File: src/sv/bgf_pkg.sv
// bgf_pkg: shared constants, register indexes and the result item type
// for the 3x3 binary gap fill block. no dependencies.
package bgf_pkg;

   localparam int ROW_W      = 64;   // width of the row fields on the ports
   localparam int IDX_W      = 12;   // width of the row_index field
   localparam int RSP_DATA_W = 144;  // 64 + 64 + 12 rounded up to whole bytes
   localparam int COL_W      = 7;    // width of the row_width register
   localparam int HGT_W      = 13;   // width of the frame_height register
   localparam int MRG_W      = 3;    // width of the border_margin register
   localparam int CSR_ADDR_W = 2;
   localparam int CSR_DATA_W = 13;

   localparam int LANE_W     = 8;    // columns handled by one lane
   localparam int FIFO_DEPTH = 4;    // result queue entries, power of two

   localparam int DEF_MAX_WIDTH       = 64;
   localparam int DEF_MAX_HEIGHT_BITS = 12;

   localparam logic [CSR_ADDR_W-1:0] CSR_ROW_WIDTH     = 2'd0;
   localparam logic [CSR_ADDR_W-1:0] CSR_FRAME_HEIGHT  = 2'd1;
   localparam logic [CSR_ADDR_W-1:0] CSR_BORDER_MARGIN = 2'd2;

   localparam logic [COL_W-1:0] RST_ROW_WIDTH     = 7'd64;
   localparam logic [HGT_W-1:0] RST_FRAME_HEIGHT  = 13'd64;
   localparam logic [MRG_W-1:0] RST_BORDER_MARGIN = 3'd1;

   typedef struct packed {
      logic [ROW_W-1:0] filled_row;
      logic [ROW_W-1:0] gap_mask;
      logic [IDX_W-1:0] row_index;
      logic             frame_last;
   } rsp_item_type;

   typedef struct packed {
      logic first;
      logic second;
   } push_type;

endpackage

File: src/sv/bgf_lane.sv
// bgf_lane: gap test for one slice of columns of the centre row.
// depends on bgf_pkg for the column counter width.
module bgf_lane #(
   parameter int LANE_BASE = 0,
   parameter int LANE_COLS = bgf_pkg::LANE_W
) (
   input  logic [LANE_COLS+1:0]      up_win,
   input  logic [LANE_COLS+1:0]      mid_win,
   input  logic [LANE_COLS+1:0]      down_win,
   input  logic [bgf_pkg::COL_W-1:0] width_eff,
   input  logic [bgf_pkg::MRG_W-1:0] margin_eff,
   output logic [LANE_COLS-1:0]      gaps
);
   import bgf_pkg::*;

   always_comb begin
      logic             pair_any;
      logic [COL_W:0]   col;
      logic [COL_W:0]   col_end;
      logic             col_ok;
      for (int i = 0; i < LANE_COLS; i++) begin
         pair_any = (mid_win[i] & mid_win[i+2])
                  | (up_win[i+1] & down_win[i+1])
                  | (up_win[i] & down_win[i+2])
                  | (down_win[i] & up_win[i+2])
                  | (up_win[i] & up_win[i+2])
                  | (down_win[i] & down_win[i+2])
                  | (up_win[i] & down_win[i])
                  | (up_win[i+2] & down_win[i+2]);
         col     = (COL_W+1)'(LANE_BASE + i);
         col_end = col + (COL_W+1)'(margin_eff);
         col_ok  = (col >= (COL_W+1)'(margin_eff)) && (col_end < (COL_W+1)'(width_eff));
         gaps[i] = pair_any & ~mid_win[i+1] & col_ok;
      end
   end

endmodule

File: src/sv/bgf_merge.sv
// bgf_merge: joins the lane gap bits and builds the zero, one or two result items
// that an accepted row causes. depends on bgf_pkg.
module bgf_merge #(
   parameter int MAX_WIDTH = bgf_pkg::DEF_MAX_WIDTH,
   parameter int PAD_W     = bgf_pkg::DEF_MAX_WIDTH
) (
   input  logic                      accept,
   input  logic [PAD_W-1:0]          lane_gaps,
   input  logic                      row_on,
   input  logic                      have_centre,
   input  logic                      frame_end,
   input  logic [MAX_WIDTH-1:0]      centre_row,
   input  logic [MAX_WIDTH-1:0]      new_row,
   input  logic [bgf_pkg::IDX_W-1:0] centre_idx,
   input  logic [bgf_pkg::IDX_W-1:0] new_idx,
   output bgf_pkg::rsp_item_type     item0,
   output bgf_pkg::rsp_item_type     item1,
   output bgf_pkg::push_type         push
);
   import bgf_pkg::*;

   logic [MAX_WIDTH-1:0] gaps;
   rsp_item_type         centre_item;
   rsp_item_type         last_item;

   assign gaps = row_on ? lane_gaps[MAX_WIDTH-1:0] : '0;

   always_comb begin
      centre_item.filled_row = ROW_W'(centre_row | gaps);
      centre_item.gap_mask   = ROW_W'(gaps);
      centre_item.row_index  = centre_idx;
      centre_item.frame_last = 1'b0;
      last_item.filled_row   = ROW_W'(new_row);
      last_item.gap_mask     = '0;
      last_item.row_index    = new_idx;
      last_item.frame_last   = 1'b1;
      if (have_centre) begin
         item0       = centre_item;
         item1       = last_item;
         push.first  = accept;
         push.second = accept & frame_end;
      end else begin
         item0       = last_item;
         item1       = last_item;
         push.first  = accept & frame_end;
         push.second = 1'b0;
      end
   end

endmodule

File: src/sv/bgf_fifo.sv
// bgf_fifo: small result queue taking up to two items per cycle and
// giving one while out_ready is high. depends on bgf_pkg.
module bgf_fifo (
   input  logic                  clock,
   input  logic                  reset,
   input  bgf_pkg::push_type     push,
   input  bgf_pkg::rsp_item_type item0,
   input  bgf_pkg::rsp_item_type item1,
   output logic                  room_two,
   output logic                  out_valid,
   input  logic                  out_ready,
   output bgf_pkg::rsp_item_type out_item
);
   import bgf_pkg::*;

   localparam int PTR_W = $clog2(FIFO_DEPTH);
   localparam int CNT_W = $clog2(FIFO_DEPTH + 1);

   rsp_item_type     mem [FIFO_DEPTH];
   logic [PTR_W-1:0] wr_ff, wr_in;
   logic [PTR_W-1:0] rd_ff, rd_in;
   logic [CNT_W-1:0] cnt_ff, cnt_in;
   logic             pop;
   logic [PTR_W-1:0] wr_next;

   assign pop       = out_valid & out_ready;
   assign out_valid = (cnt_ff != '0);
   assign out_item  = mem[rd_ff];
   assign room_two  = (cnt_ff <= CNT_W'(FIFO_DEPTH - 2));
   assign wr_next   = wr_ff + PTR_W'(1);

   always_comb begin
      wr_in  = wr_ff + PTR_W'(push.first) + PTR_W'(push.second);
      rd_in  = rd_ff + PTR_W'(pop);
      cnt_in = cnt_ff + CNT_W'(push.first) + CNT_W'(push.second) - CNT_W'(pop);
   end

   always_ff @(posedge clock) begin
      if (reset) begin
         wr_ff  <= '0;
         rd_ff  <= '0;
         cnt_ff <= '0;
      end else begin
         wr_ff  <= wr_in;
         rd_ff  <= rd_in;
         cnt_ff <= cnt_in;
      end
   end

   always_ff @(posedge clock) begin
      if (push.first) begin
         mem[wr_ff] <= item0;
      end
      if (push.second) begin
         mem[wr_next] <= item1;
      end
   end

endmodule

File: src/sv/binary_gap_fill_3x3_top.sv
// Binary 3x3 gap filler. One image row (up to MAX_WIDTH pixels) is taken per
// cycle on req_; a row leaves on rsp_ once the row below it has arrived, and
// the final row of a frame leaves right after it, so that row causes two items.
// The gap test for all columns runs in parallel lanes of eight columns in the
// accept cycle and the items go to a four-entry queue; an item can appear on
// rsp_ the cycle after its row is accepted. req_tready stays high while the
// queue has room for two items, so rows stream at one per cycle as long as
// rsp_tready keeps up; the final row of a frame adds one extra output item.
// depends on bgf_pkg, bgf_lane, bgf_merge and bgf_fifo.
module binary_gap_fill_3x3_top #(
   parameter int MAX_WIDTH       = bgf_pkg::DEF_MAX_WIDTH,
   parameter int MAX_HEIGHT_BITS = bgf_pkg::DEF_MAX_HEIGHT_BITS
) (
   input  logic                           clock,
   input  logic                           reset,
   input  logic                           req_tvalid,
   output logic                           req_tready,
   input  logic [bgf_pkg::ROW_W-1:0]      req_tdata,   // row_bits
   output logic                           rsp_tvalid,
   input  logic                           rsp_tready,
   output logic [bgf_pkg::RSP_DATA_W-1:0] rsp_tdata,   // filled_row, gap_mask, row_index, zeros
   output logic                           rsp_tlast,   // frame_last
   input  logic                           csr_we,
   input  logic [bgf_pkg::CSR_ADDR_W-1:0] csr_addr,
   input  logic [bgf_pkg::CSR_DATA_W-1:0] csr_wdata
);
   import bgf_pkg::*;

   localparam int NUM_LANES = (MAX_WIDTH + LANE_W - 1) / LANE_W;
   localparam int PAD_W     = NUM_LANES * LANE_W;
   localparam int HCMP_W    = ((HGT_W > MAX_HEIGHT_BITS + 1) ? HGT_W : MAX_HEIGHT_BITS + 1) + 1;
   localparam int IDXX_W    = MAX_HEIGHT_BITS + IDX_W;

   logic [COL_W-1:0]           width_ff;
   logic [HGT_W-1:0]           height_ff;
   logic [MRG_W-1:0]           margin_ff;
   logic [MAX_WIDTH-1:0]       upper_ff, upper_in;
   logic [MAX_WIDTH-1:0]       centre_ff, centre_in;
   logic [MAX_HEIGHT_BITS-1:0] rows_ff, rows_in;

   logic                       accept;
   logic [COL_W-1:0]           width_eff;
   logic [MRG_W-1:0]           margin_eff;
   logic [HCMP_W-1:0]          height_x;
   logic [HCMP_W-1:0]          height_cap;
   logic [HCMP_W-1:0]          height_eff;
   logic [HCMP_W-1:0]          k_x;
   logic [HCMP_W-1:0]          c_x;
   logic                       have_centre;
   logic                       frame_end;
   logic                       row_on;
   logic [MAX_WIDTH-1:0]       row_m;
   logic [MAX_HEIGHT_BITS-1:0] c_idx;
   logic [IDXX_W-1:0]          c_wide;
   logic [IDXX_W-1:0]          k_wide;
   logic [PAD_W+1:0]           up_pad;
   logic [PAD_W+1:0]           mid_pad;
   logic [PAD_W+1:0]           down_pad;
   logic [PAD_W-1:0]           lane_gaps;
   rsp_item_type               item0;
   rsp_item_type               item1;
   rsp_item_type               out_item;
   push_type                   push;

   assign accept = req_tvalid & req_tready;

   always_ff @(posedge clock) begin
      if (reset) begin
         width_ff  <= RST_ROW_WIDTH;
         height_ff <= RST_FRAME_HEIGHT;
         margin_ff <= RST_BORDER_MARGIN;
      end else if (csr_we) begin
         unique case (csr_addr)
            CSR_ROW_WIDTH:     width_ff  <= csr_wdata[COL_W-1:0];
            CSR_FRAME_HEIGHT:  height_ff <= csr_wdata[HGT_W-1:0];
            CSR_BORDER_MARGIN: margin_ff <= csr_wdata[MRG_W-1:0];
            default: ;
         endcase
      end
   end

   always_comb begin
      width_eff  = (width_ff > COL_W'(MAX_WIDTH)) ? COL_W'(MAX_WIDTH) : width_ff;
      margin_eff = (margin_ff == '0) ? MRG_W'(1) : margin_ff;
      height_x   = HCMP_W'(height_ff);
      height_cap = HCMP_W'(1) << MAX_HEIGHT_BITS;
      if (height_x > height_cap) begin
         height_eff = height_cap;
      end else if (height_x == '0) begin
         height_eff = HCMP_W'(1);
      end else begin
         height_eff = height_x;
      end
      k_x         = HCMP_W'(rows_ff);
      c_x         = k_x - HCMP_W'(1);
      have_centre = (rows_ff != '0);
      frame_end   = (k_x + HCMP_W'(1) >= height_eff);
      row_on      = have_centre && (c_x >= HCMP_W'(margin_eff))
                    && (c_x + HCMP_W'(margin_eff) < height_eff);
      c_idx       = rows_ff - MAX_HEIGHT_BITS'(1);
      c_wide      = IDXX_W'(c_idx);
      k_wide      = IDXX_W'(rows_ff);
      for (int c = 0; c < MAX_WIDTH; c++) begin
         row_m[c] = req_tdata[c] & (COL_W'(c) < width_ff);
      end
      up_pad   = {1'b0, PAD_W'(upper_ff), 1'b0};
      mid_pad  = {1'b0, PAD_W'(centre_ff), 1'b0};
      down_pad = {1'b0, PAD_W'(row_m), 1'b0};
   end

   for (genvar l = 0; l < NUM_LANES; l++) begin : g_lane
      bgf_lane #(
         .LANE_BASE (l * LANE_W),
         .LANE_COLS (LANE_W)
      ) u_lane (
         .up_win     (up_pad[l*LANE_W +: LANE_W+2]),
         .mid_win    (mid_pad[l*LANE_W +: LANE_W+2]),
         .down_win   (down_pad[l*LANE_W +: LANE_W+2]),
         .width_eff  (width_eff),
         .margin_eff (margin_eff),
         .gaps       (lane_gaps[l*LANE_W +: LANE_W])
      );
   end

   bgf_merge #(
      .MAX_WIDTH (MAX_WIDTH),
      .PAD_W     (PAD_W)
   ) u_merge (
      .accept      (accept),
      .lane_gaps   (lane_gaps),
      .row_on      (row_on),
      .have_centre (have_centre),
      .frame_end   (frame_end),
      .centre_row  (centre_ff),
      .new_row     (row_m),
      .centre_idx  (c_wide[IDX_W-1:0]),
      .new_idx     (k_wide[IDX_W-1:0]),
      .item0       (item0),
      .item1       (item1),
      .push        (push)
   );

   bgf_fifo u_fifo (
      .clock     (clock),
      .reset     (reset),
      .push      (push),
      .item0     (item0),
      .item1     (item1),
      .room_two  (req_tready),
      .out_valid (rsp_tvalid),
      .out_ready (rsp_tready),
      .out_item  (out_item)
   );

   assign rsp_tdata = {(RSP_DATA_W - 2*ROW_W - IDX_W)'(0), out_item.row_index,
                       out_item.gap_mask, out_item.filled_row};
   assign rsp_tlast = out_item.frame_last;

   always_comb begin
      if (accept) begin
         if (frame_end) begin
            upper_in  = '0;
            centre_in = '0;
            rows_in   = '0;
         end else begin
            upper_in  = centre_ff;
            centre_in = row_m;
            rows_in   = rows_ff + MAX_HEIGHT_BITS'(1);
         end
      end else begin
         upper_in  = upper_ff;
         centre_in = centre_ff;
         rows_in   = rows_ff;
      end
   end

   always_ff @(posedge clock) begin
      if (reset) begin
         upper_ff  <= '0;
         centre_ff <= '0;
         rows_ff   <= '0;
      end else begin
         upper_ff  <= upper_in;
         centre_ff <= centre_in;
         rows_ff   <= rows_in;
      end
   end

`ifndef SYNTHESIS
   a_last_no_gaps: assert property (@(posedge clock) disable iff (reset)
      rsp_tvalid && rsp_tlast |-> rsp_tdata[2*ROW_W-1:ROW_W] == '0)
      else $error("final row carries gap bits");

   a_frame_restart: assert property (@(posedge clock) disable iff (reset)
      accept && frame_end |=> rows_ff == '0)
      else $error("row count not cleared at frame end");

   a_row_advance: assert property (@(posedge clock) disable iff (reset)
      accept && !frame_end |=> rows_ff == $past(rows_ff) + MAX_HEIGHT_BITS'(1))
      else $error("row count did not advance");
`endif

endmodule
File: config.mk
export PLATFORM = sky130hd
export DESIGN_NAME = binary_gap_fill_3x3_top
export DESIGN_NICKNAME = d
export VERILOG_FILES = /design/src/sv/bgf_pkg.sv /design/src/sv/bgf_lane.sv /design/src/sv/bgf_merge.sv /design/src/sv/bgf_fifo.sv /design/src/sv/binary_gap_fill_3x3_top.sv
export SDC_FILE = /design/constraint.sdc
export NUM_CORES = 2
export LEC_CHECK = 0
export ABC_AREA = 0
export BUFFER_PORTS_ARGS = -buffer_cell sky130_fd_sc_hd__buf_2
export CORE_ASPECT_RATIO = 0.8
export CORE_MARGIN = 5
export CORE_UTILIZATION = 40
export DETAILED_ROUTE_END_ITERATION = 10
export SLEW_MARGIN = 15
export SYNTH_ARGS = -nofsm -noshare
export SYNTH_HDL_FRONTEND = slang
export SYNTH_SLANG_ARGS = --single-unit
export TNS_END_PERCENT = 50
File: constraint.sdc
create_clock -name clock -period 12.85 [get_ports clock]
set_input_delay 3.2125 -clock clock [delete_from_list [all_inputs] [get_ports clock]]
set_output_delay 3.2125 -clock clock [all_outputs]
set_load 0.01 [all_outputs]
---- Word level (Yosys, flattened, before mapping) ----
Memory sizes are Yosys's and may differ from the RTL's. A register that Yosys moved wholly into a read port is not among the register bits.
Index checks and enable logic that the tools add are counted.
storage, ports and cells
  output and inout port bits .............. 147
  bits in latches ......................... 0
  memory bits (writable) .................. 564
  register bits after elaboration ......... 170
  word-level logic and storage cells ...... 1330
  memories ................................ 1
  ROM bits ................................ 0
cells by class
  reductions and logical operators ........ 17
  shifts and indexed selects .............. 0
  equality and inequality tests ........... 2
  multiplexer cells ....................... 15
  divide/modulo/power cells ............... 0
  multiply operators ...................... 0
  add/sub/neg operators ................... 75
  bitwise gates (word level) .............. 1070
  order comparisons ....................... 141
memory list
  memory      depth  width  rd ports  clocked after memory_dff  wr ports  line            text
  u_fifo.mem  4      141    1         1                         2         bgf_fifo.sv:19  rsp_item_type mem [FIFO_DEPTH];
operator list
  cell                   number
  $and A1 B1 Y1          569
  $lt A8 B7 Y1           56
  $or A1 B1 Y1           436
  $add A6 B3 Y7 const A  32
  $lt A6 B7 Y1 const A   32
  $mux W64               3
  $mux W141              1
  $lt A5 B7 Y1 const A   16
  $add A5 B3 Y6 const A  16
  $not A1 Y1             64
  $or A64 B64 Y64        1
  $lt A4 B7 Y1 const A   8
  $add A4 B3 Y5 const A  8
  $lt A3 B7 Y1 const A   4
  $lt A7 B7 Y1           4
  $mux W13               2
  $add A3 B3 Y4 const A  4
  $add A13 B4 Y14        1
  $ge A13 B14 Y1         1
  $ge A14 B3 Y1          1
  $lt A1 B7 Y1 const A   2
  $lt A14 B14 Y1         1
  $lt A2 B7 Y1 const A   2
  $lt A6 B7 Y1           2
  32 further kinds       54

---- Depth between registers and ports, before layout ----
  depth after elaboration ................. 15
  depth in mapped cells ................... 22
  depth with buffers taken out ............ 18

---- Hierarchy ----
A second synthesis with hierarchy kept.
second synthesis, totals
  cells, all modules ...................... 3853
  area, all modules ....................... 46553.4 um^2
by module, submodules not included
  module                       cells each  area an instance (um^2)  sequential area each (um^2)  instances
  bgf_fifo                     1405        27402.5                  17076.4                      1
  binary_gap_fill_3x3_top      831         7692.4                   3263.1                       1
  bgf_merge                    451         2742.6                   0.0                          1
  bgf_lane (g_lane[7].u_lane)  176         1327.5                   0.0                          1
  bgf_lane (g_lane[3].u_lane)  173         1277.5                   0.0                          1
  bgf_lane (g_lane[5].u_lane)  153         1177.4                   0.0                          1
  bgf_lane (g_lane[1].u_lane)  141         1058.5                   0.0                          1
  bgf_lane (g_lane[2].u_lane)  132         983.4                    0.0                          1
  bgf_lane (g_lane[4].u_lane)  134         978.4                    0.0                          1
  bgf_lane (g_lane[0].u_lane)  132         977.2                    0.0                          1
  bgf_lane (g_lane[6].u_lane)  125         935.9                    0.0                          1

---- Worst setup path after synthesis ----
No wires, ideal clock.
  kind .................................... in2reg
  start point ............................. input port req_tvalid
  end point ............................... memory u_fifo.mem[2][100] in the netlist's numbering, enable pin
  arrival time ............................ 5846 ps
  stages .................................. 7
  setup slack ............................. 6575 ps
  cell sequence ........................... o21a_1 nand2_1 a31oi_1 a21oi_1 buf_2 clkbuf_1 inv_1
RTL lines
  what             line                           text
  start, declared  binary_gap_fill_3x3_top.sv:16  input logic req_tvalid,
  end, declared    bgf_fifo.sv:19

==> run_summary.xml <==
<?xml version="1.0" encoding="UTF-8"?>
<metrics>
  <group name="global_routing">
    <metric name="grt_first_pass_wirelength" unit="µm">218000</metric>
    <metric name="grt_antenna_before_repair" unit="">12</metric>
    <metric name="groute.usage.overall" unit="">0.285</metric>
    <metric name="grt_overflow_total" unit="">0</metric>
    <metric name="via_count_of_the_first_global_routing_pass" unit="">30800</metric>
    <metric name="maximum_number_of_pins_on_one_net_before_global_route_repair" unit="">92</metric>
  </group>
  <group name="die">
    <metric name="die-width" unit="µm">356</metric>
    <metric name="floorplan.initialDensity" unit="">0.403</metric>
    <metric name="coreArea" unit="µm²">95000</metric>
    <metric name="die_area" unit="µm²">102000</metric>
    <metric name="top_level_ports" unit="">231</metric>
    <metric name="dieHeight" unit="µm">287</metric>
    <metric name="row_count" unit="">101</metric>
  </group>
  <group name="clocking">
    <metric name="cts_htree_levels" unit="">3</metric>
    <metric name="clock_tree.root_cell" unit="">sky130_fd_sc_hd__clkbuf_16</metric>
    <metric name="clock_latency" unit="ns">0.67</metric>
    <metric name="cts-resized-gates" unit="">0</metric>
    <metric name="cts_hold_buffers" unit="">0</metric>
    <metric name="cts_inserted_buffers" unit="">80</metric>
    <metric name="cts_sinks" unit="">734</metric>
    <metric name="postCtsSetupRepairBufs" unit="">0</metric>
    <metric name="clk_pin_slew" unit="ns">0.06</metric>
    <metric name="clock_tree.buffer_depth" unit="">3</metric>
    <metric name="cts_tree" unit="">done</metric>
  </group>
  <group name="routing">
    <metric name="drtIter0Drc" unit="">4836</metric>
    <metric name="routed_wire_length_per_instance" unit="µm">29.3</metric>
    <metric name="ant_nets" unit="">0</metric>
    <metric name="vias_per_cell" unit="">6.52</metric>
    <metric name="num_vias" unit="">33800</metric>
    <metric name="total_iterations_of_the_first_detailed_routing_run" unit="">6</metric>
    <metric name="routed_wirelength" unit="µm">152000</metric>
    <metric name="post-route-drc-count" unit="">0</metric>
  </group>
  <group name="placed_design">
    <metric name="dpl_cell_area" unit="µm²">40500</metric>
    <metric name="dp.cells" unit="">5024</metric>
    <metric name="place_hpwl" unit="µm">104000</metric>
    <metric name="place.gp.congestion" unit="">0.944</metric>
    <metric name="buffer_ports.inserted" unit="">226</metric>
  </group>
  <group name="synth">
    <metric name="dominantRegCellSynth" unit="">sky130_fd_sc_hd__dfxtp_1</metric>
    <metric name="synth_top_area_cell" unit="">sky130_fd_sc_hd__edfxtp_1</metric>
    <metric name="ys_seq_elements" unit="">734</metric>
    <metric name="synth_enable_flop_cells" unit="">304</metric>
    <metric name="mean_post_synth_cell_area" unit="µm²">10.2</metric>
    <metric name="async_reset_ff_frac" unit="">0</metric>
    <metric name="combinational_family_with_the_most_area_after_synthesis" unit="">compound AO/OA/AOI/OAI gates</metric>
    <metric name="post_synth_and_or_nand_nor_area_fraction" unit="">0.115</metric>
    <metric name="synth_cells" unit="">3767</metric>
    <metric name="synth_top_cell_area_share" unit="">0.238</metric>
    <metric name="seq_area_frac_synth" unit="">0.463</metric>
    <metric name="yosysWarningCount" unit="">0</metric>
    <metric name="synth-adder-area-share" unit="">0.0439</metric>
    <metric name="synth_top_cells_by_area" unit="">sky130_fd_sc_hd__edfxtp_1 (24%), sky130_fd_sc_hd__dfxtp_1 (22%), sky130_fd_sc_hd__mux4_2 (8.3%), sky130_fd_sc_hd__a22o_1 (4.7%), sky130_fd_sc_hd__o22ai_1 (3.8%)</metric>
    <metric name="portion_of_netlist_area_occupied_by_mux_cells" unit="">0.0842</metric>
    <metric name="post_synthesis_compound_gate_area_fraction" unit="">0.242</metric>
    <metric name="post-synth-top-count-cell" unit="">sky130_fd_sc_hd__dfxtp_1</metric>
    <metric name="synth_area" unit="µm²">38300</metric>
    <metric name="yosys-top-cells-count" unit="">sky130_fd_sc_hd__dfxtp_1 (430), sky130_fd_sc_hd__nand2_1 (365), sky130_fd_sc_hd__edfxtp_1 (304)</metric>
    <metric name="yosys.area_share.xor_xnor" unit="">0.00800</metric>
    <metric name="yosysUniqueCellTypes" unit="">94</metric>
  </group>
  <group name="final_layout">
    <metric name="fin_nets" unit="">4012</metric>
    <metric name="final_standard_cell_area_without_fillers" unit="µm²">43200</metric>
    <metric name="layout_cells_sized_above_1" unit="">0.167</metric>
    <metric name="layoutNonFillerInstCount" unit="">5179</metric>
    <metric name="fin_util" unit="">0.454</metric>
    <metric name="area_growth_syn_to_layout" unit="%">12.6</metric>
  </group>
  <group name="power">
    <metric name="static-leakage-power" unit="nW">15.3</metric>
    <metric name="max-vdd-ir-drop" unit="µV">103</metric>
    <metric name="fin_total_pwr" unit="mW">7.17</metric>
    <metric name="power_density" unit="nW/µm²">166</metric>
  </group>
  <group name="timing">
    <metric name="report.final.slew_viol_count" unit="">0</metric>
    <metric name="finalSetupViolations" unit="">0</metric>
    <metric name="minimum_period_implied_by_the_final_worst_setup_slack" unit="ns">7.28</metric>
    <metric name="worstMarginPinSlew" unit="ns">1.36</metric>
    <metric name="report.final.hold_viol_count" unit="">0</metric>
    <metric name="fin_worst_skew" unit="ns">0.0447</metric>
    <metric name="max_freq" unit="MHz">137</metric>
    <metric name="share_of_the_cycle_needed_by_the_critical_path_after_routing" unit="">0.566</metric>
    <metric name="timing.setup.tns" unit="ns">0</metric>
    <metric name="rsz0062_at_grt" unit="">false</metric>
    <metric name="slew_headroom" unit="">0.0857</metric>
  </group>
  <group name="critical_path">
    <metric name="r2r.worst_path.cells" unit="">19</metric>
    <metric name="worstPathMaxFanout" unit="">56</metric>
    <metric name="r2r_slack" unit="ns">5.57</metric>
    <metric name="kind_of_capture_point_of_the_worst_setup_path" unit="">flip-flop</metric>
    <metric name="setup.worst_path.class" unit="">flip-flop to flip-flop</metric>
    <metric name="crit_path_start_kind" unit="">flip-flop</metric>
    <metric name="worst_ep_arrival_time" unit="ns">7.76</metric>
    <metric name="crit_path_start" unit="">rows_ff[0]$_SDFFE_PP0P_</metric>
    <metric name="r2r_end" unit="">u_fifo.mem[0][92]$_DFFE_PP_</metric>
    <metric name="cp_capture_point" unit="">u_fifo.mem[0][92]$_DFFE_PP_</metric>
    <metric name="timing.critical_path.required" unit="ns">13.33</metric>
    <metric name="crit-reg2reg-launch" unit="">rows_ff[0]$_SDFFE_PP0P_</metric>
  </group>
  <group name="run_status">
    <metric name="outcome" unit="">finished, final reports clean</metric>
  </group>
  <group name="job">
    <metric name="max_cap_viol_count" unit="">0</metric>
  </group>
  <group name="worst_hold_path">
    <metric name="hold_path.class" unit="">flip-flop to flip-flop</metric>
  </group>
</metrics>
[worst min-delay path by stage]
stage | from | end | slack [ns] | depth (start not counted)
final | u_fifo.mem[0][27]$_SDFFE_PP0P_ | u_fifo.mem[0][27]$_SDFFE_PP0P_ | 0.44 | 2
after global routing | u_fifo.mem[2][60]$_SDFFE_PP0P_ | u_fifo.mem[2][60]$_SDFFE_PP0P_ | 0.47 | 2
after CTS | u_fifo.mem[0][27]$_SDFFE_PP0P_ | u_fifo.mem[0][27]$_SDFFE_PP0P_ | 0.45 | 2
after global placement | u_fifo.mem[0][16]$_SDFFE_PP0P_ | u_fifo.mem[0][16]$_SDFFE_PP0P_ | 0.43 | 2
after detailed placement | u_fifo.mem[0][27]$_SDFFE_PP0P_ | u_fifo.mem[0][27]$_SDFFE_PP0P_ | 0.44 | 2
after floorplan | u_fifo.mem[0][25]$_SDFFE_PP0P_ | u_fifo.mem[0][25]$_SDFFE_PP0P_ | 0.42 | 2
[stage by stage]
stage          setup WS [ns]  hold slack (ns)
6_report                5.57            0.444
5_1_grt                 5.27            0.467
4_1_cts                 5.64            0.445
3_5_place_dp            5.47            0.437
3_3_place_gp            5.42            0.428
2_1_floorplan           6.57            0.419
[layout make-up]
type	count	area (µm²)
clock buffer	111	2340
antenna	10	25.0
timing repair buffer	302	1710
clock inverter	34	265
sequential	734	17700
multi-input combinational	2619	19200
fill	8970	51900
tap	1287	1610
inverter	82	314
[power by group]
| part | total [mW] | switching [mW] | leakage [nW] | internal (mW) |
|---|---|---|---|---|
| Combinational | 2.11 | 1.39 | 7.69 | 0.722 |
| Clock | 2.30 | 0.997 | 1.28 | 1.30 |
| Sequential | 2.76 | 0.190 | 6.35 | 2.57 |
[per-layer routing]
| metal | GRT usage | up-vias | wire, µm |
|---|---|---|---|
| met1 | 0.400 | 16600 | 62300 |
| li1 | - | 14700 | - |
| met3 | 0.132 | 265 | 23500 |
| met4 | 0.0838 | 8 | 4820 |
| met5 | 0 | - | 46 |
| met2 | 0.389 | 2206 | 61300 |
[state kept, by name, indices dropped and copies added (netlist names), 3 cells and up]
signal	cells
u_fifo.mem	564
centre_ff	64
upper_ff	64
height_ff	13
rows_ff	12
width_ff	7
margin_ff	3
u_fifo.cnt_ff	3
[worst max-delay path: stages (launching register included)]
cell and delay (ns):
sky130_fd_sc_hd__dfxtp_1 0.78, sky130_fd_sc_hd__inv_1 0.25, sky130_fd_sc_hd__ha_1 0.45, sky130_fd_sc_hd__xor2_1 0.44, sky130_fd_sc_hd__ha_1 0.37, sky130_fd_sc_hd__o21a_1 0.14
sky130_fd_sc_hd__o221ai_1 0.38, sky130_fd_sc_hd__or2_2 0.21, sky130_fd_sc_hd__nor2_1 0.05, sky130_fd_sc_hd__xnor2_1 0.17, sky130_fd_sc_hd__ha_1 0.31, sky130_fd_sc_hd__a21o_1 0.18
sky130_fd_sc_hd__a21o_1 0.17, sky130_fd_sc_hd__o221ai_1 0.14, sky130_fd_sc_hd__and3_1 0.27, sky130_fd_sc_hd__o211a_4 0.64, sky130_fd_sc_hd__buf_4 0.64, sky130_fd_sc_hd__buf_4 0.57
sky130_fd_sc_hd__nand2_1 0.52, sky130_fd_sc_hd__o221ai_1 0.33
[kinds of logic (layout without fill, tap and decap cells)]
group                    count (synthesis)  count (layout)
XOR/XNOR                                35              35
AO/OA/AOI/OAI                         1360            1360
other                                    2              18
multiplexers                           146             146
AND/OR/NAND/NOR                        932             932
buffers and inverters                  420             529
flip-flops                             734             734
adder cells (fa/ha/maj)                138             138
[cell usage in the layout, fill, tap and decap left out, types with 16 or more instances in the layout]
master / count
sky130_fd_sc_hd__dfxtp_1: 427
sky130_fd_sc_hd__nand2_1: 363
sky130_fd_sc_hd__edfxtp_1: 304
sky130_fd_sc_hd__a21oi_1: 272
sky130_fd_sc_hd__o22ai_1: 232
sky130_fd_sc_hd__buf_2: 225
sky130_fd_sc_hd__a22o_1: 204
sky130_fd_sc_hd__o21ai_0: 191
sky130_fd_sc_hd__nor2_1: 167
sky130_fd_sc_hd__nand3_1: 151
sky130_fd_sc_hd__mux4_2: 141
sky130_fd_sc_hd__ha_1: 105
sky130_fd_sc_hd__clkbuf_16: 84
sky130_fd_sc_hd__inv_1: 78
sky130_fd_sc_hd__buf_4: 76
sky130_fd_sc_hd__a211oi_1: 73
sky130_fd_sc_hd__and2_1: 46
sky130_fd_sc_hd__a22oi_1: 45
sky130_fd_sc_hd__nor3_1: 32
sky130_fd_sc_hd__maj3_1: 29
sky130_fd_sc_hd__and3_1: 26
sky130_fd_sc_hd__a31oi_1: 26
sky130_fd_sc_hd__a21o_1: 26
sky130_fd_sc_hd__o21a_1: 25
sky130_fd_sc_hd__o31ai_1: 23
sky130_fd_sc_hd__xnor2_1: 19
sky130_fd_sc_hd__nor4_1: 18
sky130_fd_sc_hd__o211ai_1: 18
sky130_fd_sc_hd__o32ai_1: 18
sky130_fd_sc_hd__clkinv_2: 18
sky130_fd_sc_hd__a32o_1: 17
sky130_fd_sc_hd__xor2_1: 16
No activity file was read; power rests on OpenSTA's default activity.
